### src/rtl/core/ccd_pkg.sv
// ccd_pkg: shared constants, codes and controller/datapath interface types
// for the coin change decomposer; no dependencies
package ccd_pkg;

   localparam int MAX_SUM   = 4095;
   localparam int MAX_COINS = 7;
   localparam int COIN_BITS = 12;
   localparam int SUM_BITS  = 12;
   localparam int QRY_BITS  = 16;
   localparam int RANK_BITS = 3;
   localparam int CODE_BITS = 3;
   localparam int MULT_BITS = 12;
   localparam int IDX_BITS  = 4;
   localparam int TBL_DEPTH = MAX_SUM + 1;

   localparam logic [MULT_BITS-1:0] MULT_MAX = '1;

   // result status codes
   localparam logic [1:0] ST_OK    = 2'd0;
   localparam logic [1:0] ST_NONE  = 2'd1;
   localparam logic [1:0] ST_RANGE = 2'd2;

   // register indexes
   localparam logic [IDX_BITS-1:0] CSR_COUNT  = 4'd0;
   localparam logic [IDX_BITS-1:0] CSR_COIN_0 = 4'd1;
   localparam logic [IDX_BITS-1:0] CSR_COIN_6 = 4'd7;

   typedef enum logic [1:0] {
      CODE_ZERO  = 2'd0,
      CODE_EQ    = 2'd1,
      CODE_PROBE = 2'd2
   } code_sel_type;

   typedef enum logic [9:0] {
      S_SETTLE     = 10'b00_0000_0001,
      S_IDLE       = 10'b00_0000_0010,
      S_CHECK      = 10'b00_0000_0100,
      S_FILL_EQ    = 10'b00_0000_1000,
      S_PROBE      = 10'b00_0001_0000,
      S_PROBE_CHK  = 10'b00_0010_0000,
      S_WALK_START = 10'b00_0100_0000,
      S_WALK_CHK   = 10'b00_1000_0000,
      S_EMIT       = 10'b01_0000_0000,
      S_EMIT_ONE   = 10'b10_0000_0000
   } state_type;

   typedef struct packed {
      logic         load_query;
      logic         init_fill;
      logic         rank_clr;
      logic         rank_inc;
      logic         tbl_wr;
      code_sel_type code_sel;
      logic         rd_probe;
      logic         rd_walk;
      logic         walk_step;
      logic         out_term;
      logic         out_single;
      logic [1:0]   single_status;
   } cmd_type;

   typedef struct packed {
      logic q_big;
      logic q_zero;
      logic n_zero;
      logic filled_ok;
      logic eq_hit;
      logic rank_end;
      logic probe_ok;
      logic rd_nz;
      logic s_eq_q;
      logic walk_first;
      logic walk_bad;
      logic walk_done;
      logic term_last;
      logic out_free;
      logic csr_wr;
   } stat_type;

endpackage

### src/rtl/core/ccd_ctrl.sv
// ccd_ctrl: controller state machine for the coin change decomposer
// depends on ccd_pkg
module ccd_ctrl import ccd_pkg::*; (
   input  logic     clock,
   input  logic     reset,
   input  logic     req_valid,
   output logic     req_ready,
   input  stat_type stat,
   output cmd_type  cmd
);

   state_type state_ff, state_in;

   // state register
   always_ff @(posedge clock) begin
      if (reset) begin
         state_ff <= S_SETTLE;
      end else begin
         state_ff <= state_in;
      end
   end

   assign req_ready = (state_ff == S_IDLE) && !stat.csr_wr;

   // next state and commands
   always_comb begin
      state_in = state_ff;
      cmd = '0;
      cmd.code_sel = CODE_ZERO;
      cmd.single_status = ST_NONE;
      unique case (state_ff)
         S_SETTLE: begin
            state_in = S_IDLE;
         end
         S_IDLE: begin
            if (stat.csr_wr) begin
               state_in = S_SETTLE;
            end else if (req_valid) begin
               cmd.load_query = 1'b1;
               state_in = S_CHECK;
            end
         end
         S_CHECK: begin
            priority if (stat.q_big || stat.q_zero || stat.n_zero) begin
               state_in = S_EMIT_ONE;
            end else if (stat.filled_ok) begin
               state_in = S_WALK_START;
            end else begin
               cmd.init_fill = 1'b1;
               state_in = S_FILL_EQ;
            end
         end
         S_FILL_EQ: begin
            cmd.rank_clr = 1'b1;
            if (stat.eq_hit) begin
               cmd.tbl_wr = 1'b1;
               cmd.code_sel = CODE_EQ;
               state_in = stat.s_eq_q ? S_WALK_START : S_FILL_EQ;
            end else begin
               state_in = S_PROBE;
            end
         end
         S_PROBE: begin
            priority if (stat.rank_end) begin
               cmd.tbl_wr = 1'b1;
               cmd.code_sel = CODE_ZERO;
               state_in = stat.s_eq_q ? S_WALK_START : S_FILL_EQ;
            end else if (stat.probe_ok) begin
               cmd.rd_probe = 1'b1;
               state_in = S_PROBE_CHK;
            end else begin
               cmd.rank_inc = 1'b1;
            end
         end
         S_PROBE_CHK: begin
            if (stat.rd_nz) begin
               cmd.tbl_wr = 1'b1;
               cmd.code_sel = CODE_PROBE;
               state_in = stat.s_eq_q ? S_WALK_START : S_FILL_EQ;
            end else begin
               cmd.rank_inc = 1'b1;
               state_in = S_PROBE;
            end
         end
         S_WALK_START: begin
            cmd.rd_walk = 1'b1;
            state_in = S_WALK_CHK;
         end
         S_WALK_CHK: begin
            cmd.rank_clr = 1'b1;
            priority if (!stat.rd_nz && stat.walk_first) begin
               state_in = S_EMIT_ONE;
            end else if (stat.walk_bad) begin
               state_in = S_EMIT;
            end else begin
               cmd.walk_step = 1'b1;
               state_in = stat.walk_done ? S_EMIT : S_WALK_CHK;
            end
         end
         S_EMIT: begin
            if (stat.out_free) begin
               cmd.out_term = 1'b1;
               cmd.rank_inc = 1'b1;
               if (stat.term_last) begin
                  state_in = S_IDLE;
               end
            end
         end
         S_EMIT_ONE: begin
            cmd.single_status = stat.q_big ? ST_RANGE : ST_NONE;
            if (stat.out_free) begin
               cmd.out_single = 1'b1;
               state_in = S_IDLE;
            end
         end
         default: begin
            state_in = S_SETTLE;
         end
      endcase
   end

endmodule

### config.mk
export PLATFORM = sky130hd
export DESIGN_NAME = ccd_ctrl
export DESIGN_NICKNAME = d
export VERILOG_FILES = /design/src/rtl/core/ccd_pkg.sv /design/src/rtl/core/ccd_ctrl.sv
export SDC_FILE = /design/constraint.sdc
export NUM_CORES = 1
export LEC_CHECK = 0
export BUFFER_PORTS_ARGS = -buffer_cell sky130_fd_sc_hd__buf_2
export CAP_MARGIN = 10
export CORE_MARGIN = 4
export CORE_UTILIZATION = 47
export DETAILED_ROUTE_END_ITERATION = 8
export HOLD_SLACK_MARGIN = 0.05
export PLACE_DENSITY = 0.86
export SYNTH_ARGS = -nofsm -noshare
export SYNTH_HDL_FRONTEND = slang
export SYNTH_SLANG_ARGS = --single-unit
### constraint.sdc
create_clock -name clock -period 2.6 [get_ports clock]
set_clock_uncertainty 0.2 [all_clocks]
set_input_delay 0.26 -clock clock [delete_from_list [all_inputs] [get_ports clock]]
set_output_delay 0.26 -clock clock [all_outputs]
set_load 0.01 [all_outputs]
==> results.json <==
{
  "status": "complete, but fails checks",
  "violations": "setup timing",
  "worst_pin_slew_ns": 0.601,
  "crit_slowest_cell": "or4b_4",
  "multi_input_area_um2": 599,
  "path_class": "flop to output pin",
  "cts_hold_buf": 0,
  "finalWorstPathRequiredPeriod_ns": 2.66,
  "syn-num-nets": 130,
  "viasPerCell": 5.76,
  "synth_warnings": 0,
  "clk_pin_slew_ns": 0.06,
  "nFillCells": 140,
  "synth_top_area_share_pct": 23.9,
  "peakVddDrop_mv": 0.331,
  "dr.pass1.iters": 4,
  "dp_slack_ns": 0.188,
  "dieArea_um2": 2520,
  "place_congestion": 0.864,
  "critPathRequiredTime_ns": 2.14,
  "critical_path.endpoint_type": "output pin",
  "io_pins": 33,
  "finalSetupViolations": 1,
  "die_y_um": 50.2,
  "slew_viol_final": 0,
  "layout-drive-gt1-share_pct": 35.6,
  "cp-startpoint": "state_ff[9]",
  "top_register": "state_ff",
  "drtIter0Drc": 54,
  "synth-edff-count": 0,
  "p_leak_nw": 0.484,
  "finalNetCount": 168,
  "r2r.worst_path.cells": 5,
  "grt_pass1_vias": 871,
  "antenna_cells": 0,
  "clkPwrFrac_pct": 34.0,
  "yosysMostFrequentCell": "nor2_1",
  "clkSinkCount": 10,
  "cts_tree": "yes",
  "synth-main-ff-cell": "dfxtp_1",
  "hp-class": "input port to flop",
  "ys_types": 41,
  "yosysTopAreaCell": "dfxtp_1",
  "final_cells": 173,
  "rrSetupSlack_ns": 0.43,
  "syn_area_per_cell_um2": 7.47,
  "finalCritPeriodShare_pct": 102,
  "root_buffer": "clkbuf_4",
  "largest_reg_flops": 10,
  "grt_overflow": 0,
  "fin_area_um2": 1110,
  "core_area_um2": 1590,
  "p_switching_w": 0.000120,
  "place_inst": 168,
  "slowest_delay_ns": 0.50,
  "clockBufferDepth": 2,
  "start_util_pct": 52.5,
  "synth_cells": 112,
  "finalSetupTns_ns": -0.0623,
  "hold_viol": 0,
  "synth-seq-cells": 10,
  "setup_ws_ns": -0.0623,
  "routedWlPerCell_um": 14.6,
  "drc_errors": 0,
  "power.density_nw_per_um2": 373,
  "insertion_delay_ns": 0.27,
  "rsz0062_at_grt": "yes",
  "dp_hpwl_mm": 2.03,
  "switching_share_pct": 29.0,
  "crit_path_max_fanout": 8,
  "place_area_um2": 1040,
  "yosys-top-cells-area": "dfxtp_1 (24%), nor2_1 (5.4%), nor3_1 (4.8%)",
  "pwr-share-seq_pct": 41.1,
  "seq_area_frac_synth_pct": 23.9,
  "die_w_um": 50.2,
  "reg.largest.list": "state_ff: 10 flops",
  "area_growth_pct": 32.1,
  "async_reset_ff_share_pct": 0,
  "max_slew_margin_pct": 59.4,
  "register_area_um2": 201,
  "h-tree-depth": 1,
  "via_count": 996,
  "comb_power_share_pct": 24.9,
  "drv_cap": 0,
  "wirelength_mm": 2.53,
  "crit_end": "cmd[10]",
  "critical_path_arrival_ns": 2.20,
  "rows": 14,
  "cp_cell_sequence": "or3_4, or3_4, or4b_4, nand3b_1, buf_2",
  "synth_common_cells": "nor2_1 (12), dfxtp_1 (10), nor3_1 (8)",
  "syn_area_um2": 837,
  "p_int_w": 0.000293,
  "reg2reg_to": "state_ff[8]",
  "grt_usage_pct": 20.0,
  "worst_path_most_repeated_cell": "or3_4",
  "critical_path.startpoint_type": "flop",
  "port_buffers": 32,
  "max_freq_mhz": 376,
  "r2r_start": "state_ff[9]",
  "grt_pass1_wl_mm": 3.82,
  "antenna_found_initial": 0,
  "cts-buffers-inserted": 3,
  "grt_max_degree": 12,
  "ant_nets": 0
}
[critical path, delay by kind of cell (launching register included)]
kind / cells / cell delay (ns)
buffers and inverters: 1 / 0.13
flip-flops: 1 / 0.38
AND/OR/NAND/NOR: 4 / 1.43
[cells by family (layout without fill, tap and decap cells)]
logic type                after synthesis  count (layout)  synth area share, %
AOI/OAI and AO/OA                      20              20                 17.3
xor gates and xnor gates                3               3                 3.14
buffers and inverters                  12              49                 7.18
DFF                                    10              10                 23.9
muxes                                   1               1                 1.20
and+or+nand+nor                        66              66                 47.2
[metrics by stage]
stage,util [%],hold slack [ns],total power [W]
final,69.4,0.0707,0.000412
after global routing,69.4,0.0668,0.000433
after CTS,68.6,0.0568,0.000409
after detailed placement,65.1,0.346,0.000263
after global placement,65.1,0.338,0.000259
after floorplan,-,0.203,0.000224
[what timing repair did]
action / 4_1_cts / 5_1_grt
endpoints found under the setup margin: 2 / 5
pin swaps: 1 / 0
buffers inserted: 1 / 0
resized for setup: 2 / 3
hold endpoints to repair: 0 / 0
[worst min-delay path by stage]
stage / startpoint / to / slack [ns] / cells after the start
5_1_grt: stat[6] / state_ff[6] / 0.07 / 3
3_5_place_dp: stat[6] / state_ff[6] / 0.35 / 3
3_3_place_gp: stat[6] / state_ff[6] / 0.34 / 3
6_report: stat[6] / state_ff[6] / 0.07 / 3
4_1_cts: stat[6] / state_ff[6] / 0.06 / 3
2_1_floorplan: stat[8] / state_ff[5] / 0.20 / 2
[power by group through the flow]
stage	clock, W	sequential [W]	combinational, W
floorplan	0	0.000167	0.0000565
global placement	0	0.000169	0.0000907
detailed placement	0	0.000169	0.0000936
CTS	0.000145	0.000167	0.0000971
global route	0.000150	0.000171	0.000112
finish	0.000140	0.000169	0.000103
[placed cells by master (no fill, tap or decap), drive strengths merged, types with 2 or more instances in the layout]
cell type,count
nand2b,6
nand2,6
buf,40
nor3,8
inv,5
nand3,3
nor4,6
clkbuf,4
nand3b,4
dfxtp,10
nor3b,4
or4,2
a21oi,6
o32ai,2
xor2,2
o21ai,2
or3,4
and2,3
nor2,12
[final cells by class]
| class | count | area share (%) |
|---|---|---|
| Multi-Input combinational cell | 90 | 54.2 |
| Timing Repair Buffer | 40 | 19.9 |
| Sequential cell | 10 | 18.2 |
| Clock buffer | 4 | 3.28 |
| Tap cell | 24 | 2.71 |
| Inverter | 5 | 1.70 |
[routing by layer]
| layer | wire length, um | track usage (%) |
|---|---|---|
| met1 | 1120 | 26.0 |
| met2 | 1130 | 30.9 |
| met3 | 197 | 2.07 |
| met4 | 83 | 13.8 |
| met5 | 0 | 0 |
No activity file was read; power rests on OpenSTA's default activity.
